==> src/sv/gb5_pkg.sv <==
// ============================================================================
// gb5_pkg
// Shared constants, codes and types of the streaming 5x5 Gaussian blur.
// ============================================================================
`default_nettype none

package gb5_pkg;

   // Frame geometry and pixel format.
   localparam int MAX_WIDTH    = 1024;
   localparam int COL_BITS     = $clog2(MAX_WIDTH);
   localparam int PIXEL_BITS   = 8;
   localparam int WIDTH_BITS   = 11;
   localparam int HEIGHT_BITS  = 13;
   localparam int ROW_BITS     = HEIGHT_BITS + 1;
   localparam int MIN_DIM      = 3;
   localparam int WIDTH_RESET  = 640;
   localparam int HEIGHT_RESET = 480;

   // Line store: four previous rows, each in its own slot.
   localparam int SLOTS     = 4;
   localparam int SLOT_BITS = 2;

   // Kernel and result format.
   localparam int TAPS      = 5;
   localparam int VSUM_BITS = PIXEL_BITS + 4;
   localparam int BLUR_BITS = 16;

   // Result queue.
   localparam int BURST         = 3;
   localparam int PUSH_BITS     = 2;
   localparam int FIFO_DEPTH    = 16;
   localparam int FIFO_PTR_BITS = $clog2(FIFO_DEPTH);
   localparam int FIFO_CNT_BITS = FIFO_PTR_BITS + 1;

   // Configuration port.
   localparam int CSR_IDX_BITS  = 8;
   localparam int CSR_DATA_BITS = 16;

   typedef enum logic [CSR_IDX_BITS-1:0] {
      REG_IMAGE_WIDTH  = 8'd0,
      REG_IMAGE_HEIGHT = 8'd1
   } csr_reg_type;

   typedef enum logic {
      OP_PIXEL = 1'b0,
      OP_FLUSH = 1'b1
   } op_type;

   typedef logic [PIXEL_BITS-1:0] pixel_type;
   typedef logic [VSUM_BITS-1:0]  vsum_type;
   typedef logic [BLUR_BITS-1:0]  blur_type;

   // One accepted item after the first register.
   typedef struct packed {
      pixel_type             cur;
      logic [SLOT_BITS-1:0]  slot;
      logic [SLOTS-1:0]      row_ok;
      logic                  first;
      logic                  emit;
      logic                  row_end;
      logic                  last;
   } item_type;

   // Access of the line store for one accepted item.
   typedef struct packed {
      logic                 en;
      logic [COL_BITS-1:0]  addr;
      logic [SLOT_BITS-1:0] slot;
      pixel_type            data;
   } store_cmd_type;

   typedef struct packed {
      blur_type blurred;
      logic     last;
   } result_type;

   // Up to three results written to the queue in one cycle.
   typedef struct packed {
      logic [PUSH_BITS-1:0]    count;
      result_type [BURST-1:0]  data;
   } push_type;

endpackage

`default_nettype wire

==> src/sv/gb5_filter.sv <==
// ============================================================================
// gb5_filter
// Separable kernel: vertical 1-4-6-4-1 sum of the new column into a window
// of five column sums, then horizontal sums for one or three results.
// ============================================================================
`default_nettype none

module gb5_filter (
   input  wire logic                                 clock,
   input  wire logic                                 reset,
   input  wire logic                                 item_valid,
   input  wire gb5_pkg::item_type                    item,
   input  wire gb5_pkg::pixel_type [gb5_pkg::SLOTS-1:0] rd_data,
   output gb5_pkg::push_type                         push,
   output logic                                      busy
);
   import gb5_pkg::*;

   // Weighted 1-4-6-4-1 sum of five pixels.
   function automatic vsum_type col_sum(input pixel_type p0, input pixel_type p1,
                                        input pixel_type p2, input pixel_type p3,
                                        input pixel_type p4);
      vsum_type a0, a1, a2, a3, a4;
      a0 = VSUM_BITS'(p0);
      a1 = VSUM_BITS'(p1);
      a2 = VSUM_BITS'(p2);
      a3 = VSUM_BITS'(p3);
      a4 = VSUM_BITS'(p4);
      return a0 + (a1 << 2) + (a2 << 2) + (a2 << 1) + (a3 << 2) + a4;
   endfunction

   // Weighted 1-4-6-4-1 sum of five column sums.
   function automatic blur_type row_sum(input vsum_type v0, input vsum_type v1,
                                        input vsum_type v2, input vsum_type v3,
                                        input vsum_type v4);
      blur_type b0, b1, b2, b3, b4;
      b0 = BLUR_BITS'(v0);
      b1 = BLUR_BITS'(v1);
      b2 = BLUR_BITS'(v2);
      b3 = BLUR_BITS'(v3);
      b4 = BLUR_BITS'(v4);
      return b0 + (b1 << 2) + (b2 << 2) + (b2 << 1) + (b3 << 2) + b4;
   endfunction

   pixel_type col [TAPS];
   vsum_type  v_new;
   vsum_type  win_ff [TAPS];
   vsum_type  win_in [TAPS];
   logic      valid_ff, valid_in;
   logic      emit_ff, row_end_ff, last_ff;
   blur_type  sum0, sum1, sum2;

   // New column: four stored rows, masked above the top, and the current pixel.
   always_comb begin
      for (int k = 0; k < SLOTS; k++) begin
         col[k] = item.row_ok[k] ? rd_data[item.slot + SLOT_BITS'(k)] : '0;
      end
      col[TAPS-1] = item.cur;
      v_new = col_sum(col[0], col[1], col[2], col[3], col[4]);
   end

   // Window shift; the first column of a row starts from an empty window.
   always_comb begin
      for (int j = 0; j < TAPS - 1; j++) begin
         win_in[j] = item.first ? '0 : win_ff[j + 1];
      end
      win_in[TAPS-1] = v_new;
      valid_in = item_valid;
   end

   always_ff @(posedge clock) begin
      if (reset) begin
         valid_ff <= 1'b0;
      end else begin
         valid_ff <= valid_in;
      end
   end

   always_ff @(posedge clock) begin
      if (item_valid) begin
         win_ff     <= win_in;
         emit_ff    <= item.emit;
         row_end_ff <= item.row_end;
         last_ff    <= item.last;
      end
   end

   // Result sums; at a row end two zero columns follow the last one.
   always_comb begin
      sum0 = row_sum(win_ff[0], win_ff[1], win_ff[2], win_ff[3], win_ff[4]);
      sum1 = row_sum(win_ff[1], win_ff[2], win_ff[3], win_ff[4], '0);
      sum2 = row_sum(win_ff[2], win_ff[3], win_ff[4], '0, '0);

      if (!valid_ff || !emit_ff) begin
         push.count = '0;
      end else if (row_end_ff) begin
         push.count = PUSH_BITS'(BURST);
      end else begin
         push.count = PUSH_BITS'(1);
      end
      push.data[0].blurred = sum0;
      push.data[0].last    = 1'b0;
      push.data[1].blurred = sum1;
      push.data[1].last    = 1'b0;
      push.data[2].blurred = sum2;
      push.data[2].last    = last_ff;
   end

   assign busy = valid_ff;

endmodule

`default_nettype wire

==> config.mk <==
export PLATFORM = sky130hd
export DESIGN_NAME = gb5_filter
export DESIGN_NICKNAME = d
export VERILOG_FILES = /design/src/sv/gb5_pkg.sv /design/src/sv/gb5_filter.sv
export SDC_FILE = /design/constraint.sdc
export NUM_CORES = 1
export LEC_CHECK = 0
export ABC_AREA = 1
export BUFFER_PORTS_ARGS = -buffer_cell sky130_fd_sc_hd__buf_2
export CAP_MARGIN = 5
export CORE_ASPECT_RATIO = 0.5
export CORE_UTILIZATION = 50
export CTS_BUF_LIST = sky130_fd_sc_hd__clkbuf_8
export CTS_CLUSTER_DIAMETER = 80
export DETAILED_ROUTE_END_ITERATION = 8
export PLACE_DENSITY = 0.7
export SKIP_LAST_GASP = 1
export SYNTH_ARGS = -nofsm -noshare
export SYNTH_HDL_FRONTEND = slang
export SYNTH_SLANG_ARGS = --single-unit
==> constraint.sdc <==
create_clock -name clock -period 5.4 [get_ports clock]
set_clock_uncertainty 0.05 [all_clocks]
set_input_delay 0.54 -clock clock [delete_from_list [all_inputs] [get_ports clock]]
set_output_delay 0.54 -clock clock [all_outputs]
set_load 0.005 [all_outputs]
# After elaboration in Yosys (flattened, before gate mapping)
# Cells that the tools add are included.
# totals
word_cells,50
register_bits,64
out_inout_bits,54
# classes
muxes,14
n_reduce_logical,3
magnitude_cmp,4
n_addsub,20
# ops
cell,n
$bmux W8 S2,4
$mux W8,8
$add A15 B14 Y16,3
$add A16 B13 Y16,3
$add A12 B14 Y15,3
$add A16 B14 Y16,2
$add A16 B12 Y16,1
$add A11 B10 Y12,1
$add A12 B10 Y12,1
$add A12 B8 Y12,1
$add A12 B9 Y12,1
$lt A2 B3 Y1 const B,4
$add A8 B10 Y11,1
$add A2 B2 Y2 const B,2
$mux W2,2
$add A2 B1 Y2 const B,1
$logic_not A1 Y1,2
$logic_or A1 B1 Y1,1

# Logic depth before layout (Yosys ltp)
# logic_depth
word_depth,9
depth_mapped,20
depth_no_buf,19

# Least setup slack after synthesis
# OpenSTA, ideal clock, no wires.
# synth_timing
path_kind,in2reg
from,input item[9] (netlist bit)
to,"register win_ff[9] (netlist bit), data pin"
arrival_time_ns,3.987
path_slack_ns,1.104
n_path_buf,2
cell_stages,18
setup_time_ns,0.259
t_required_ns,5.091
path_cell_list,buf_2 -> xnor2_2 -> inv_2 -> buf_2 -> nand2_1 -> nand3_1 -> fa_1 -> inv_1 -> fa_1 -> inv_1 -> fa_1 -> inv_1 -> fa_1 -> nand2_1 -> nand3_1 -> nand3b_1 -> nand2_1 -> xor2_1
# synth_via
elab_chain_cells,9
elab_cells_between_ends,20
# synth_rtl
item,line,source
start: declaration,gb5_filter.sv:12,"input wire gb5_pkg::item_type item,"
$add A2 B1 Y2,gb5_filter.sv:56,col[k] = item.row_ok[k] ? rd_data[item.slot + SLOT_BITS'(k)] : '0;
$bmux W8 S2,gb5_filter.sv:56,
$mux W8 (not written as such),gb5_filter.sv:56,
$mux W8,gb5_filter.sv:56,
$add A8 B10 Y11,gb5_filter.sv:29,return a0 + (a1 << 2) + (a2 << 2) + (a2 << 1) + (a3 << 2) + a4;
$add A11 B10 Y12,gb5_filter.sv:29,
$add A12 B9 Y12,gb5_filter.sv:29,
$add A12 B10 Y12 (*),gb5_filter.sv:29,
$add A12 B8 Y12 (*),gb5_filter.sv:29,
net v_new[9],gb5_filter.sv:46,vsum_type v_new;
end signal: assignment,gb5_filter.sv:81,win_ff <= win_in;
end: declaration,gb5_filter.sv:47,vsum_type win_ff [TAPS];
# The timed path passes the listed nets; every way through them passes the cells marked *. The select of a mux whose other input is x is not followed.
# A chain may end at the register's enable or synchronous reset.

==> metrics.md <==
| Metric | Value |
|---|---|
| Syn Area/Cell | 8.04 µm² |
| Via density | roughly 4.8 |
| First-pass detailed-route iteration total | 5 |
| Max_slew headroom | 0.406 |
| Clock sink total | 64 |
| Die Width | 191 µm |
| Post-CTS Hold Fix Bufs | 0 |
| Max clock buf depth | 2 |
| Num CTS Buffers | 9 |
| GRT Util Overall | 0.220 |
| Highest Clock Rate | 0.210 GHz |
| ANT cells | 0 |
| Post-synth EDFFs | 63 |
| CTS tree | done |
| Detailed-route via count | 6931 |
| H-tree levels | 3 |
| Worst r2r src | win_ff[11]$_DFFE_PP_ |
| Status | complete, no violations |
| Crit-path leading delay family | adder cells |
| Residual DRC | 0 |
| Netlist Area Pre-Place | 8950 µm² |
| Maxcap violations | 0 |
| Crit-path max cell delay | 0.54 ns |
| Area Overhead vs Synth | 9.94% |
| Min-delay worst type | in2reg |
| Fill count | 1663 |
| Die H | 96.6 µm |
| Endpoints failing setup | 0 |
| Root Buffer Master | clkbuf_8 |
| Hold path depth | 2 |
| CP Cell Sequence | inv_1 > fa_1 > inv_1 > fa_1 > inv_1 > fa_1 > inv_1 > ha_1 > inv_1 > fa_1 > inv_1 > nand3_1 > nand3_1 > nand2_1 > nand2_1 > xor2_1 > buf_2 |
| Final hold violations | 0 |
| Critical path peak fanout | 4 |
| FF-to-FF End | win_ff[23]$_SDFFCE_PP0P_ |
| Setup bufs post-CTS | 0 |
| GP Congestion | 0.882 |
| Ports | around 110 |
| Layout cells sized above 1 | 0.108 |
| Die ar. | around 18000 µm² |
| Main flop type after synthesis | edfxtp_1 |
| Worst path arrival time | 4.17 ns |
| Sequential area share after synthesis | 0.214 |
| Final Max Tran Viols | 0 |
| Top cells by area, synth | fa_1 29%, edfxtp_1 21%, inv_1 13%, nand2_1 9.9%, ha_1 9.2% |
| Final ANT Viol Nets | 0 |
| CP Launch Type | flip-flop |
| Critical Path RT | 4.81 ns |
| # rows | 34 |
| Seq cells post-synth | 64 |
| Initial antenna violation count | 0 |
| Initial Util | 0.513 |
| RSZ-0062 raised after global routing | no |
| Half-perimeter wire length after placement | 16100 µm |
| WHS Endpoint | busy$_SDFF_PP0_ |
| Global-route wire length before repair | 31900 µm |
| Crit path kind | reg2out |
| Min-delay src | reset |
| Synth area leader | fa_1 |
| Period utilisation layout | 0.881 |
| # port buffers | around 100 |
| Count leader, synth | inv_1 |
| Vias in the first global route | 6787 |
| Synth top area share | 0.291 |
| Cells on worst reg2reg path | 2 |
| Total core area | 17400 µm² |
| Post-CTS Resized | 0 |
| Largest net degree at the start of global routing | 65 |
| Routed WL per cell | 12.9 µm |
| Critical Path Stages | 17 |
| Tightest Pin Transition | 0.891 ns |
| Most used cell along the critical path | inv_1 |
| Clock transition at path regs | ~0.070 ns |
| Nets | 1458 |
| CP max stage cell | fa_1 |
| Fin Setup TNS | 0 ns |
| Detailed Route WL | 18600 µm |
| Congestion Overflow GR | 0 |
| Post-Syn Instances | 1113 |
| Ys async rst share | 0 |
| Initial drt markers | 348 |
| Critical Path End Type | output pin |
| R2r setup slk | 4.28 ns |
| Synth cell count leaders | 299 x inv_1, 235 x nand2_1, 130 x fa_1, 124 x nor2_1, 66 x ha_1 |
| Synth cell types | 28 |
| Period minus WS final | ~4.8 ns |
| Worst-Skew Late Latency | ~0.34 ns |
| Synth warn | 0 |
| Critical path buffers and inverters | 7 |
[metrics by stage]
| stage | hold WS [ns] | utilization | instance area [µm²] | worst slack, ns | cells |
|---|---|---|---|---|---|
| floorplan | 0.517 | - | 8950 | 1.10 | 1114 |
| global placement | 0.541 | 0.554 | 9660 | 0.475 | 1432 |
| detailed placement | 0.556 | 0.554 | 9660 | 0.331 | 1432 |
| CTS | 0.291 | 0.564 | 9840 | 0.583 | 1448 |
| global route | 0.309 | 0.564 | 9840 | 0.275 | 1448 |
| finish | 0.297 | 0.564 | 9840 | 0.642 | 1448 |
[layout by cell type (no fill, tap or decap), drive strengths merged, types with 2 or more instances in the layout]
cell type / count
nor2: 124
edfxtp: 63
xnor2: 4
clkinv: 4
nor3: 7
a21oi: 19
o21ai: 50
nand2: 235
inv: 307
buf: 105
ha: 66
nand3: 47
nand4: 12
clkbuf: 9
xor2: 20
fa: 130
o21bai: 3
conb: 2
[worst reg2reg max path: stages (launching register included)]
cell and delay [ns]:
edfxtp_1 0.57, inv_1 0.18, nor2_1 0.05
[logic make-up (layout without fill, tap and decap cells)]
logic type      Yosys count  count (layout)  share of synthesized area
fa+ha+maj               196             196                      0.383
simple gates            427             427                      0.194
other cells               1               2                   0.000419
buf+inv                 326             426                      0.141
compound gates           75              75                     0.0435
xor+xnor                 24              24                     0.0243
flops                    64              64                      0.214
[final cells by class]
class / count / area, µm² / area share
clock buffer: 9 / 124 / 0.0126
timing repair buffer: 105 / 528 / 0.0537
tap: 234 / 293 / 0.0298
inverter: 305 / 1140 / 0.116
sequential: 64 / 1910 / 0.194
multi-input combinational: 724 / 5780 / 0.588
clock inverter: 7 / 55.1 / 0.00560
[layer usage]
metal  track usage  vias to the layer above  share of wire  wire length [µm]
li1              -                     3499              -                 -
met1         0.322                     3250           0.50              9260
met2         0.359                      165           0.44              8210
met3        0.0166                       17          0.051               947
met4        0.0503                        0          0.011               196
met5             0                        -              0                 0
[flip-flops by register name, summed over array words and instances (netlist names)]
signal      cells
last_ff         1
row_end_ff      1
busy            1
win_ff         60
emit_ff         1
[how the worst max path moves through the flow]
stage	from	end
floorplan	item[9]	win_ff[9]$_DFFE_PP_
global placement	item[8]	win_ff[9]$_DFFE_PP_
detailed placement	item[8]	win_ff[9]$_DFFE_PP_
CTS	win_ff[1]$_DFFE_PP_	push[27]
global route	win_ff[1]$_DFFE_PP_	push[27]
finish	win_ff[1]$_DFFE_PP_	push[27]
Power is left out: the tool's default activity adds up to more than one toggle a clock period on the data nets, which glitch-free logic cannot reach.
