--- src/sv/gb5_pkg.sv ---
// ============================================================================
// gb5_pkg
// Shared constants, codes and types of the streaming 5x5 Gaussian blur.
// ============================================================================
`default_nettype none

package gb5_pkg;

   // Frame geometry and pixel format.
   localparam int MAX_WIDTH    = 1024;
   localparam int COL_BITS     = $clog2(MAX_WIDTH);
   localparam int PIXEL_BITS   = 8;
   localparam int WIDTH_BITS   = 11;
   localparam int HEIGHT_BITS  = 13;
   localparam int ROW_BITS     = HEIGHT_BITS + 1;
   localparam int MIN_DIM      = 3;
   localparam int WIDTH_RESET  = 640;
   localparam int HEIGHT_RESET = 480;

   // Line store: four previous rows, each in its own slot.
   localparam int SLOTS     = 4;
   localparam int SLOT_BITS = 2;

   // Kernel and result format.
   localparam int TAPS      = 5;
   localparam int VSUM_BITS = PIXEL_BITS + 4;
   localparam int BLUR_BITS = 16;

   // Result queue.
   localparam int BURST         = 3;
   localparam int PUSH_BITS     = 2;
   localparam int FIFO_DEPTH    = 16;
   localparam int FIFO_PTR_BITS = $clog2(FIFO_DEPTH);
   localparam int FIFO_CNT_BITS = FIFO_PTR_BITS + 1;

   // Configuration port.
   localparam int CSR_IDX_BITS  = 8;
   localparam int CSR_DATA_BITS = 16;

   typedef enum logic [CSR_IDX_BITS-1:0] {
      REG_IMAGE_WIDTH  = 8'd0,
      REG_IMAGE_HEIGHT = 8'd1
   } csr_reg_type;

   typedef enum logic {
      OP_PIXEL = 1'b0,
      OP_FLUSH = 1'b1
   } op_type;

   typedef logic [PIXEL_BITS-1:0] pixel_type;
   typedef logic [VSUM_BITS-1:0]  vsum_type;
   typedef logic [BLUR_BITS-1:0]  blur_type;

   // One accepted item after the first register.
   typedef struct packed {
      pixel_type             cur;
      logic [SLOT_BITS-1:0]  slot;
      logic [SLOTS-1:0]      row_ok;
      logic                  first;
      logic                  emit;
      logic                  row_end;
      logic                  last;
   } item_type;

   // Access of the line store for one accepted item.
   typedef struct packed {
      logic                 en;
      logic [COL_BITS-1:0]  addr;
      logic [SLOT_BITS-1:0] slot;
      pixel_type            data;
   } store_cmd_type;

   typedef struct packed {
      blur_type blurred;
      logic     last;
   } result_type;

   // Up to three results written to the queue in one cycle.
   typedef struct packed {
      logic [PUSH_BITS-1:0]    count;
      result_type [BURST-1:0]  data;
   } push_type;

endpackage

`default_nettype wire

--- src/sv/gb5_req_if.sv ---
// ============================================================================
// gb5_req_if
// Input pixel channel: valid/ready handshake with operation and pixel.
// ============================================================================
`default_nettype none

interface gb5_req_if;
   logic                            valid;
   logic                            ready;
   logic                            operation;
   logic [gb5_pkg::PIXEL_BITS-1:0]  pixel;

   modport source (output valid, output operation, output pixel, input ready);
   modport sink   (input valid, input operation, input pixel, output ready);
endinterface

`default_nettype wire

--- src/sv/gb5_csr_if.sv ---
// ============================================================================
// gb5_csr_if
// Configuration write channel: valid/ready handshake with index and data.
// ============================================================================
`default_nettype none

interface gb5_csr_if;
   logic                               valid;
   logic                               ready;
   logic [gb5_pkg::CSR_IDX_BITS-1:0]   index;
   logic [gb5_pkg::CSR_DATA_BITS-1:0]  data;

   modport source (output valid, output index, output data, input ready);
   modport sink   (input valid, input index, input data, output ready);
endinterface

`default_nettype wire

--- src/sv/gb5_ctrl.sv ---
// ============================================================================
// gb5_ctrl
// Configuration registers, raster counters, result reservation and the
// input register of the pipeline.
// ============================================================================
`default_nettype none

module gb5_ctrl (
   input  wire logic                              clock,
   input  wire logic                              reset,
   gb5_req_if.sink                                req_if,
   gb5_csr_if.sink                                csr_if,
   input  wire logic                              rsp_pop,
   output gb5_pkg::store_cmd_type                 store_cmd,
   output gb5_pkg::item_type                      item,
   output logic                                   item_valid,
   output logic [gb5_pkg::FIFO_CNT_BITS-1:0]      reserve
);
   import gb5_pkg::*;

   logic [WIDTH_BITS-1:0]    width_ff, width_in;
   logic [HEIGHT_BITS-1:0]   height_ff, height_in;
   logic [COL_BITS-1:0]      col_ff, col_in;
   logic [ROW_BITS-1:0]      row_ff, row_in;
   logic [FIFO_CNT_BITS-1:0] reserve_ff, reserve_in;
   item_type                 item_ff, item_in;
   logic                     item_valid_ff, item_valid_in;

   logic [COL_BITS-1:0]      col_last;
   logic [ROW_BITS-1:0]      eff_h;
   logic [ROW_BITS-1:0]      h_plus1;
   logic                     fire;
   logic                     csr_fire;
   logic                     at_col_last;
   logic                     emit;
   pixel_type                cur;
   logic [PUSH_BITS-1:0]     n_new;

   // Effective frame size: width clamped to [3, MAX_WIDTH], height to at least 3.
   always_comb begin
      if (width_ff < WIDTH_BITS'(MIN_DIM)) begin
         col_last = COL_BITS'(MIN_DIM - 1);
      end else if (32'(width_ff) > MAX_WIDTH) begin
         col_last = COL_BITS'(MAX_WIDTH - 1);
      end else begin
         col_last = COL_BITS'(width_ff - WIDTH_BITS'(1));
      end
      eff_h   = (height_ff < HEIGHT_BITS'(MIN_DIM)) ? ROW_BITS'(MIN_DIM)
                                                    : ROW_BITS'(height_ff);
      h_plus1 = eff_h + ROW_BITS'(1);
   end

   // Handshakes. Input is held off while the queue could not take a full burst.
   assign fire          = req_if.valid && req_if.ready;
   assign csr_fire      = csr_if.valid && csr_if.ready;
   assign req_if.ready  = (reserve_ff <= FIFO_CNT_BITS'(FIFO_DEPTH - BURST));
   assign csr_if.ready  = 1'b1;

   // Decode of the item at the current raster position.
   always_comb begin
      at_col_last = (col_ff == col_last);
      emit        = (row_ff >= ROW_BITS'(2)) && (col_ff >= COL_BITS'(2));
      // Flush items and pixels of the padding rows count as zero.
      if (req_if.operation == OP_PIXEL && row_ff < eff_h) begin
         cur = req_if.pixel;
      end else begin
         cur = '0;
      end
      if (!emit) begin
         n_new = '0;
      end else if (at_col_last) begin
         n_new = PUSH_BITS'(BURST);
      end else begin
         n_new = PUSH_BITS'(1);
      end

      item_in.cur     = cur;
      item_in.slot    = row_ff[SLOT_BITS-1:0];
      for (int k = 0; k < SLOTS; k++) begin
         // Row slot k holds input row row_ff-(SLOTS-k); rows above the top are zero.
         item_in.row_ok[k] = (row_ff >= ROW_BITS'(SLOTS - k));
      end
      item_in.first   = (col_ff == '0);
      item_in.emit    = emit;
      item_in.row_end = at_col_last;
      item_in.last    = (row_ff == h_plus1);
      item_valid_in   = fire;
   end

   // Line store access happens as the item is taken.
   always_comb begin
      store_cmd.en   = fire;
      store_cmd.addr = col_ff;
      store_cmd.slot = row_ff[SLOT_BITS-1:0];
      store_cmd.data = cur;
   end

   // Registers, counters and reservation bookkeeping.
   always_comb begin
      width_in   = width_ff;
      height_in  = height_ff;
      col_in     = col_ff;
      row_in     = row_ff;
      reserve_in = reserve_ff + FIFO_CNT_BITS'(fire ? n_new : '0)
                   - FIFO_CNT_BITS'(rsp_pop);
      if (csr_fire) begin
         case (csr_reg_type'(csr_if.index))
            REG_IMAGE_WIDTH: begin
               width_in = csr_if.data[WIDTH_BITS-1:0];
               col_in   = '0;
               row_in   = '0;
            end
            REG_IMAGE_HEIGHT: begin
               height_in = csr_if.data[HEIGHT_BITS-1:0];
               col_in    = '0;
               row_in    = '0;
            end
            default: begin
            end
         endcase
      end else if (fire) begin
         if (at_col_last) begin
            col_in = '0;
            row_in = (row_ff >= h_plus1) ? '0 : row_ff + ROW_BITS'(1);
         end else begin
            col_in = col_ff + COL_BITS'(1);
         end
      end
   end

   always_ff @(posedge clock) begin
      if (reset) begin
         width_ff      <= WIDTH_BITS'(WIDTH_RESET);
         height_ff     <= HEIGHT_BITS'(HEIGHT_RESET);
         col_ff        <= '0;
         row_ff        <= '0;
         reserve_ff    <= '0;
         item_valid_ff <= 1'b0;
      end else begin
         width_ff      <= width_in;
         height_ff     <= height_in;
         col_ff        <= col_in;
         row_ff        <= row_in;
         reserve_ff    <= reserve_in;
         item_valid_ff <= item_valid_in;
      end
   end

   // Item payload register.
   always_ff @(posedge clock) begin
      if (fire) begin
         item_ff <= item_in;
      end
   end

   assign item       = item_ff;
   assign item_valid = item_valid_ff;
   assign reserve    = reserve_ff;

endmodule

`default_nettype wire

--- src/flat_wrapper.sv ---
// flat-port wrapper written by rule: the top's interface ports become plain ports
module gb5_ctrl_flat import gb5_pkg::*;
  (clock, reset, rsp_pop, store_cmd, item, item_valid, reserve, req_if_valid, req_if_operation, req_if_pixel, req_if_ready, csr_if_valid, csr_if_index, csr_if_data, csr_if_ready);
  gb5_req_if req_if_i ();
  gb5_csr_if csr_if_i ();
  input  wire logic clock;
  input  wire logic reset;
  input  wire logic rsp_pop;
  output gb5_pkg::store_cmd_type store_cmd;
  output gb5_pkg::item_type item;
  output logic item_valid;
  output logic [gb5_pkg::FIFO_CNT_BITS-1:0] reserve;
  input wire logic [$bits(req_if_i.valid)-1:0] req_if_valid;
  input wire logic [$bits(req_if_i.operation)-1:0] req_if_operation;
  input wire logic [$bits(req_if_i.pixel)-1:0] req_if_pixel;
  output wire logic [$bits(req_if_i.ready)-1:0] req_if_ready;
  input wire logic [$bits(csr_if_i.valid)-1:0] csr_if_valid;
  input wire logic [$bits(csr_if_i.index)-1:0] csr_if_index;
  input wire logic [$bits(csr_if_i.data)-1:0] csr_if_data;
  output wire logic [$bits(csr_if_i.ready)-1:0] csr_if_ready;
  assign req_if_i.valid = req_if_valid;
  assign req_if_i.operation = req_if_operation;
  assign req_if_i.pixel = req_if_pixel;
  assign req_if_ready = req_if_i.ready;
  assign csr_if_i.valid = csr_if_valid;
  assign csr_if_i.index = csr_if_index;
  assign csr_if_i.data = csr_if_data;
  assign csr_if_ready = csr_if_i.ready;
  gb5_ctrl u_core (.clock(clock), .reset(reset), .req_if(req_if_i), .csr_if(csr_if_i), .rsp_pop(rsp_pop), .store_cmd(store_cmd), .item(item), .item_valid(item_valid), .reserve(reserve));
endmodule
--- config.mk ---
export PLATFORM = sky130hd
export DESIGN_NAME = gb5_ctrl_flat
export DESIGN_NICKNAME = d
export VERILOG_FILES = /design/src/sv/gb5_pkg.sv /design/src/sv/gb5_req_if.sv /design/src/sv/gb5_csr_if.sv /design/src/sv/gb5_ctrl.sv /design/src/flat_wrapper.sv
export SDC_FILE = /design/constraint.sdc
export NUM_CORES = 1
export LEC_CHECK = 0
export ABC_AREA = 1
export ABC_CLOCK_PERIOD_IN_PS = 5300
export BUFFER_PORTS_ARGS = -buffer_cell sky130_fd_sc_hd__buf_2
export CORE_AREA = 2 2 116 129
export CTS_CLUSTER_DIAMETER = 120
export CTS_CLUSTER_SIZE = 40
export DETAILED_ROUTE_END_ITERATION = 10
export DIE_AREA = 0 0 118 131
export PLACE_DENSITY_LB_ADDON = 0.25
export SKIP_CTS_REPAIR_TIMING = 1
export SLEW_MARGIN = 20
export SYNTH_ARGS = -nofsm -noshare
export SYNTH_HDL_FRONTEND = slang
export SYNTH_SLANG_ARGS = --single-unit
--- constraint.sdc ---
create_clock -name clock -period 5.3 [get_ports clock]
set_input_delay 0 -clock clock [delete_from_list [all_inputs] [get_ports clock]]
set_output_delay 0 -clock clock [all_outputs]
set_load 0.01 [all_outputs]
Word-level counts from Yosys, hierarchy flattened:

Index checks and enable logic that the tools add are counted.

* bits in registers: 72
* input port bits: 38
* output and inout port bits: 47
* logic and storage cells: 63

* $add $sub $neg: 6
* $lt $le $gt $ge: 11
* eq/ne operators: 4
* mux-type cells: 16
* bitwise gates (word level): 1
* reduce and logical (&&, ||, !) cells: 12

Operators by type and width (count)
* $mux 14: 5
* $mux 10: 6
* $add 14x1->14 const B: 2
* $ge 14x2->1 const B: 2
* $eq 14x14->1: 1
* $ge 14x1->1 const B: 1
* $ge 14x14->1: 1
* $ge 14x3->1 const B: 1
* $lt 14x14->1: 1
* $lt 13x2->1 const B: 1
* $mux 13: 1
* $gt 11x11->1 const B: 1
* $lt 11x2->1 const B: 1
* $add 10x1->10 const B: 1
* $eq 10x10->1: 1
* $ge 10x2->1 const B: 1
* $logic_not 10->1: 1
* $sub 10x1->10 const B: 1
* $eq 8x1->1 const B: 1
* $logic_not 8->1: 1
* $mux 8: 1
* $mux 2: 3
* $reduce_and 2->1: 3
* $add 5x5->5: 1
* other kinds (8): 11

Depth between registers and ports, before layout:

Gate-level depths: netlist of run 1.

* depth after elaboration: 9
* gate-level depth with buffers: 31
* gate-level depth less buffers: 31

Least setup slack after synthesis of run 1:

No wires, ideal clock.

* path kind: register -> register
* from: register u_core.height_ff[5]
* to: register u_core.row_ff[11]
* setup time: 64 ps
* arrival time: 3607 ps
* data required time: 5236 ps
* path slack: 1629 ps
* cell stages (with the launch flop): 31
* buffers on the path: 0
* clock period less this slack: 3671 ps
* path through: dfxtp_1 nor4_1 nand4_1 inv_1 o2111ai_1 inv_1 nor2_1 inv_1 ha_1 nand3_1 nor3_1 nand2_1 nor2_1 nand3_1 nor3_1 xor2_1 inv_1 ha_1 nand2_1 inv_1 nand3_1 nor2_1 and3_1 inv_1 nand2_1 nor2_1 nand3_1 or2_2 nand3_1 nand2_1 nor2_1

* longest elaborated chain between the ends: 8

Ends and longest elaborated chain
* start, declared: line gb5_ctrl.sv:22 `logic [HEIGHT_BITS-1:0] height_ff, height_in;`
* start signal, assigned: line gb5_ctrl.sv:134 `height_ff <= HEIGHT_BITS'(HEIGHT_RESET);`
* start signal, assigned: line gb5_ctrl.sv:141 `height_ff <= height_in;`
* $lt 13x2->1: line gb5_ctrl.sv:48 `eff_h = (height_ff < HEIGHT_BITS'(MIN_DIM)) ? ROW_BITS'(MIN_DIM)`
* $mux 13 (*): line gb5_ctrl.sv:48
* $add 14x1->14 (*): line gb5_ctrl.sv:50 `h_plus1 = eff_h + ROW_BITS'(1);`
* $ge 14x14->1 (*): line gb5_ctrl.sv:124 `row_in = (row_ff >= h_plus1) ? '0 : row_ff + ROW_BITS'(1);`
* $mux 14 (*): line gb5_ctrl.sv:124
* $mux 14 (*): line gb5_ctrl.sv:122 `if (at_col_last) begin`
* $mux 14 (*): line gb5_ctrl.sv:121 `end else if (fire) begin`
* $mux 14 (*): line gb5_ctrl.sv:106 `if (csr_fire) begin`
* end signal, assigned: line gb5_ctrl.sv:143 `row_ff <= row_in;`
* end, declared: line gb5_ctrl.sv:24 `logic [ROW_BITS-1:0] row_ff, row_in;`

Every way passes the cells marked *; elsewhere a longest branch is shown, timed or not. The select of a mux whose other input is x is not followed.
A chain may end at the register's enable or synchronous reset.

Worst setup path in the final report of run 1:

* from: register u_core.height_ff[5]
* to: register u_core.row_ff[9]

The elaborated chain is that of the path after synthesis.

==> results of run 1 <==
[final cells by class]
| type | count | area [sq um] |
|---|---|---|
| Clock buffer | 10 | 239 |
| Clock inverter | 6 | 65.1 |
| Fill cell | 1523 | 8470 |
| Inverter | 96 | 360 |
| Multi-Input combinational cell | 476 | 2670 |
| Sequential cell | 72 | 1620 |
| Tap cell | 192 | 240 |
| Timing Repair Buffer | 96 | 553 |
[worst reg2reg max path, delay by kind of cell (launching register included)]
family,cells,cell delay [ns]
xor+xnor,1,0.16
flops,1,0.32
compound gates,1,0.10
simple gates,20,2.64
buf+inv,7,0.70
fa+ha+maj,2,0.45
[registers in the layout, indices dropped and copies added, names as in the netlist]
name and flops:
u_core.width_ff 11, u_core.height_ff 13, u_core.row_ff 14, u_core.col_ff 10, u_core.item 18, u_core.reserve 5
u_core.item_valid 1
[per-stage QoR]
step                      utilization [%]  instances  total power [W]  cell area, sq um
after floorplan                         -        669         0.000971              4830
after global placement               37.4        919          0.00110              5310
after detailed placement             37.4        919          0.00110              5310
after CTS                            39.5        935          0.00173              5620
after global routing                 40.4        948          0.00183              5750
final                                40.4        948          0.00171              5750
[metal layers]
metal  share of wire (%)  wire, um  up-vias  global-route usage, %
li1                    -         -     2331                      -
met1                  47      5300     1975                   18.3
met2                  49      5520       57                   27.6
met3                 2.9       330       12                   3.17
met4                 1.8       206        0                   5.88
met5                   0         0        -                      0
[worst max-delay path by stage]
stage	endpoint	slack (ns)	cells after the start
3_3_place_gp	u_core.row_ff[9]	0.89	31
4_1_cts	u_core.row_ff[9]	0.80	31
5_1_grt	u_core.row_ff[9]	0.26	31
2_1_floorplan	u_core.row_ff[11]	1.63	30
3_5_place_dp	u_core.row_ff[9]	0.83	31
6_report	u_core.row_ff[9]	0.89	31
[cell families after synthesis]
logic type / Yosys count / synth area share, %
other: 1 / 0.0776
and+or+nand+nor: 314 / 29.0
DFF: 72 / 33.6
adders and majority gates: 45 / 11.8
buffers and inverters: 121 / 11.2
xor gates and xnor gates: 21 / 3.81
AOI/OAI and AO/OA: 95 / 10.5
[layout by cell type (no fill, tap or decap), types with 3 or more instances in the layout]
| cell type | n |
|---|---|
| nor2_4 | 3 |
| nor3_1 | 6 |
| a21oi_1 | 43 |
| or2_2 | 4 |
| buf_4 | 3 |
| nand4_1 | 9 |
| nand2_1 | 129 |
| ha_1 | 44 |
| nor4_1 | 8 |
| buf_2 | 80 |
| dfxtp_1 | 54 |
| nor2_2 | 3 |
| dlygate4sd3_1 | 13 |
| nor2_1 | 90 |
| inv_1 | 94 |
| edfxtp_1 | 18 |
| xor2_1 | 19 |
| nand2_2 | 4 |
| clkbuf_16 | 9 |
| nand2_4 | 4 |
| nand3_1 | 44 |
| o211ai_1 | 6 |
| o21ai_0 | 38 |
[report_power, final]
group / leakage [nW] / internal [W] / switching (W) / total [W]
Sequential: 0.613 / 0.000639 / 0.0000418 / 0.000680
Clock: 0.149 / 0.000379 / 0.000245 / 0.000623
Combinational: 2.07 / 0.000161 / 0.000249 / 0.000410
==> reports/qor.yml, run 1 <==
worst_setup_path:
  crit_path_start: "u_core.height_ff[5]"
  slowest_stage: "dfxtp_1"
  criticalPathCategory: "flop to flop"
  cp.buffers_inverters: 7
  cp_top_family: "simple AND/OR/NAND/NOR gates"
  path_max_fanout: 8
  reg2reg_depth: 31
  r2r-end: "u_core.row_ff[9]"
  critPathRequiredTime_ns: 5.57
  critPathCaptureType: "flop"
  critPathLaunchType: "flop"
  cp.arrival_ns: 4.69
  slowest_delay_ns: 0.32
  timing.rr.start: "u_core.height_ff[5]"
  critPathMostFrequentCell: "inv_1"
  regToRegSetupSlack_ns: 0.89
synth:
  yosys.area.top_type: "dfxtp_1"
  netlist_instances: 669
  synth-main-ff-cell: "dfxtp_1"
  synth_top_area_share_pct: 22.4
  synthTopCellsByArea: "dfxtp_1 22%, ha_1 11%, edfxtp_1 11%, nand2_1 10%, inv_1 7.3%"
  synth-edff-count: 18
  ys_seq_elements: 72
  yosys-top-cells-count: "129 x nand2_1, 94 x inv_1, 90 x nor2_1"
  ys_seq_area_share_pct: 33.6
  syn_nets: 752
  synth_cell_types: 43
  synth.avg_cell_area_sq_um: 7.22
  mappedNetlistArea_sq_um: 4830
  yosysMostFrequentCell: "nand2_1"
  ys.warnings.count: 0
  synthArstFlopShare_pct: 0
die:
  initial_utilization_pct: 34.0
  core.rowCount: 46
  core_area_sq_um: 14200
  die_w_um: 118
  io_pins: 85
  fp.dieH_um: 131
  fp.dieArea_sq_um: 15500
finish:
  layout-drive-gt1-share_pct: 16.1
  fin_nets: 834
  syn_to_final_growth_pct: 19.0
  antenna_cells: 0
sta:
  hold_viol: 5
  fin_crit_sh_pct: 83.3
  report.final.slew_viol_count: 0
  skew_ns: 0.0100
  clock.fmax_ghz: 0.227
  rsz0062_at_grt: "no"
  relSlewSlack_pct: 42.6
  final.setup.worst_slack_ns: 0.886
  setup_viol_count_final: 0
  fin_crit_ns: 4.41
  timing.hold.ws_ns: -0.0124
  setup_tns_ns: 0
  worstMarginPinSlew_ns: 0.855
route:
  ant_nets: 0
  route.detailed.drc: 0
  drt_iter0_drc: 119
  viasPerCell: 4.61
  avgRoutedWirePerCell_um: 12.0
  drtPass1Iterations: 4
  via_count: 4375
  routed_wl_mm: 11.4
outcome:
  status: "finished, violations left"
  violations: "negative hold slack"
power_and_ir_drop:
  power.leakage_nw: 2.83
  peakVddDrop_mv: 0.116
  cellPowerDensity_nw_per_um2: 298
worst_hold_path:
  hold_end: "u_core.width_ff[0]"
  hp-start: "csr_if_data[0]"
  holdPathStages: 3
  hold_class: "input port to flop"
clocking:
  cts_tree: "yes"
  cts_num_sinks: 72
  cts_max_level: 3
  cts.reportedPaths.clkPinSlew_ns: 0.06
  clk_latency_ns: 0.34
  cts_root_buf: "clkbuf_16"
  cts_buffers: 9
  cts_max_path_buffers: 2
grt:
  grt_usage_pct: 15.4
  grt_pass1_wl_mm: 19.1
  grt_overflow: 0
  antenna_found_initial: 0
  grt_pass1_vias: 4135
  grt_max_degree: 43
placed_design:
  io_buffers: 80
  place_ws_ns: 0.825
  dp.final_hpwl_mm: 8.72
  globalplace.congestion: 0.832
flow_run:
  max_cap_violations: 0
(Power assumes the default switching activity.)
==> run 2: changes to the inputs <==
- ABC_AREA: 1 -> 0
- ABC_CLOCK_PERIOD_IN_PS: 5300 -> 3700
- clock period: 5.3 -> 3.7 ns (I/O delays scaled with it)
==> run 2 against run 1 <==
The run ends with negative hold slack, negative setup slack left. Final cell count is 6.8% lower. Largest power group unchanged. Critical path type unchanged. Highest routed layer unchanged. Hold slack gained 0.0016 ns. Synthesized cell count down 16%.
==> reports/qor.yml, run 2 <==
route:
  route.detailed.drc: 0
  drtPass1Iterations: 5
  ant_nets: 0
  drt_iter0_drc: 351
  routed_wl_mm: 13.7
  via_count: 4566
  viasPerCell: 5.17
  avgRoutedWirePerCell_um: 15.5
grt:
  grt_pass1_wl_mm: 21.6
  antenna_found_initial: 0
  gr-usage-met2_pct: 30.4
  met3_usage_pct: 3.56
  grt_pass1_vias: 4259
  grt_max_degree: 43
  grt_usage_pct: 17.6
  busiest_layer: "met2"
  grt_overflow: 0
  met1_usage_pct: 22.0
synth:
  synth_top_family_by_area: "simple AND/OR/NAND/NOR gates"
  yosysMostFrequentCell: "dfxtp_1"
  synth_simple_gate_area_share_pct: 23.6
  synth_top_area_share_pct: 22.3
  mappedNetlistArea_sq_um: 4860
  synthAdderAreaFrac_pct: 12.0
  synthTopCellsByArea: "dfxtp_1 22%, ha_1 11%, edfxtp_1 11%, nand2_1 4.0%, inv_1 3.4%"
  ys_seq_elements: 72
  yosys-top-cells-count: "54 x dfxtp_1, 52 x nand2_1, 44 x ha_1, 44 x inv_1, 44 x nor2_1"
  ys_seq_area_share_pct: 33.4
  netlist_instances: 559
  yosys.area.top_type: "dfxtp_1"
  synth.avg_cell_area_sq_um: 8.69
  ys.warnings.count: 0
  synth-main-ff-cell: "dfxtp_1"
  synth-compound-area-share_pct: 16.9
  synthXorXnorAreaFrac_pct: 4.33
  synthArstFlopShare_pct: 0
  syn_nets: 642
  synth-edff-count: 18
  synth_cell_types: 71
  muxShareOfSynthArea_pct: 2.50
worst_setup_path:
  criticalPathCategory: "flop to flop"
  critPathLaunchType: "flop"
  crit_path_start: "u_core.width_ff[0]"
  reg2reg_depth: 16
  timing.rr.start: "u_core.width_ff[0]"
  cp-endpoint: "u_core.reserve[3]"
  cp.arrival_ns: 3.96
  critPathRequiredTime_ns: 3.91
  path_max_fanout: 4
  critPathCaptureType: "flop"
  regToRegSetupSlack_ns: -0.05
  r2r-end: "u_core.reserve[3]"
placed_design:
  dp.cells: 848
  globalplace.congestion: 0.939
  dp.final_hpwl_mm: 10.5
  place_ws_ns: -0.0835
  io_buffers: 80
clocking:
  cts_max_path_buffers: 2
  cts_buffers: 9
  clk_latency_ns: 0.35
  cts_tree: "yes"
  cts_max_level: 3
  cts.reportedPaths.clkPinSlew_ns: 0.06
  cts_num_sinks: 72
  cts_root_buf: "clkbuf_16"
finish:
  layout_commonest_cell: "buf_2"
  fillers: 1473
  antenna_cells: 0
  fin_nets: 770
  largest_register_ffs: 18
  multi_input_area_sq_um: 2990
  mostFrequentLayoutCells: "80 x buf_2, 55 x buf_4, 52 x nand2_1, 52 x dfxtp_1, 43 x nor2_1"
  layout-drive-gt1-share_pct: 26.9
  regArea_sq_um: 1620
  syn_to_final_growth_pct: 29.8
  instances_no_fill: 884
power_and_ir_drop:
  switchingPower_w: 0.000603
  seqPwrFrac_pct: 41.7
  p_sw_share_pct: 27.8
  internal_power_w: 0.00157
  cellPowerDensity_nw_per_um2: 344
  power.leakage_nw: 2.66
  peakVddDrop_mv: 0.227
  power_frac_comb_pct: 16.6
  power_frac_clock_pct: 41.7
flow_run:
  max_cap_violations: 0
die:
  core.rowCount: 46
  initial_utilization_pct: 34.2
  core_area_sq_um: 14200
  fp.dieArea_sq_um: 15500
  fp.dieH_um: 131
  io_pins: 85
  die_w_um: 118
sta:
  relSlewSlack_pct: 48.8
  skew_ns: 0.00930
  clock.fmax_ghz: 0.267
  fin_crit_ns: 3.75
  final.setup.worst_slack_ns: -0.0488
  report.final.slew_viol_count: 0
  timing.hold.ws_ns: -0.0108
  hold_viol: 2
  worstMarginPinSlew_ns: 0.768
  fin_crit_sh_pct: 101
  setup_viol_count_final: 2
  rsz0062_at_grt: "yes"
outcome:
  violations: "negative hold slack, negative setup slack"
  status: "finished, violations left"
worst_hold_path:
  hold_class: "input port to flop"
  hp-start: "req_if_pixel[2]"
  holdPathStages: 2
## run 2: changes by cell type in the layout (fill, tap and decap cells not counted), moves of 11 or more
cell     before  now
nor2_1       90   43
nand3_1      44   16
o21ai_0      38   15
a32o_1        0   11
nand2_1     129   52
inv_1        94   40
nor2b_1       1   15
buf_4         3   55
xor2_1       19    6
a21oi_1      43   23
xnor2_1       2   18
nor3b_1       0   12
and3_1        1   12
mux2i_1       0   11
## run 2: final cells by class
| cell class | count | area share (%) |
|---|---|---|
| clock buffer | 11 | 4.37 |
| multi-input combinational | 410 | 47.4 |
| timing repair buffer | 150 | 15.4 |
| tap | 192 | 3.81 |
| inverter | 44 | 2.62 |
| clock inverter | 5 | 0.575 |
| sequential | 72 | 25.8 |
## run 2: cell families after synthesis
logic type      Yosys count
simple gates            216
compound gates          111
buf+inv                  77
flops                    72
fa+ha+maj                46
xor+xnor                 24
mux                      12
other cells               1
## run 2: how the worst min path moves through the flow
stage               slack (ns)              endpoint
global placement          0.25  u_core.height_ff[11]
floorplan                 0.13    u_core.width_ff[9]
global route              0.01       u_core.item[17]
detailed placement        0.26  u_core.height_ff[12]
CTS                      -0.10  u_core.height_ff[12]
finish                   -0.01       u_core.item[12]
## run 2: routing by layer
layer	part of all wire, %	wire (um)
met1	45	6170
met2	50	6830
met5	0	0
met4	1.3	177
met3	4.1	559
## run 2: critical path, cell delays in order (launching register included)
cell	delay (ns)
dfxtp_2	0.32
inv_2	0.07
ha_4	0.13
or4b_4	0.46
o31a_4	0.32
a2111o_1	0.47
a21oi_2	0.16
nand4_2	0.15
nor4_4	0.34
nand2_1	0.14
ha_4	0.30
inv_2	0.04
ha_4	0.19
a21o_1	0.18
a21oi_2	0.13
xor2_1	0.15
nor2_1	0.06
## run 2: power by group through the flow
stage                     combinational, W  sequential, W  clock, W
after floorplan                   0.000179       0.000946         0
after global placement            0.000331       0.000922         0
after detailed placement          0.000338       0.000923         0
after CTS                         0.000340       0.000906  0.000921
after global routing              0.000398       0.000912  0.000955
final                             0.000359       0.000905  0.000904
## run 2: metrics by stage
step	TNS [ns]	power [W]	util, %	cell area [sq um]
2_1_floorplan	0	0.00112	-	4900
3_3_place_gp	0	0.00125	40.4	5740
3_5_place_dp	-0.140	0.00126	40.4	5740
4_1_cts	-0.220	0.00217	42.6	6050
5_1_grt	-0.479	0.00226	44.4	6310
6_report	-0.0882	0.00217	44.4	6310
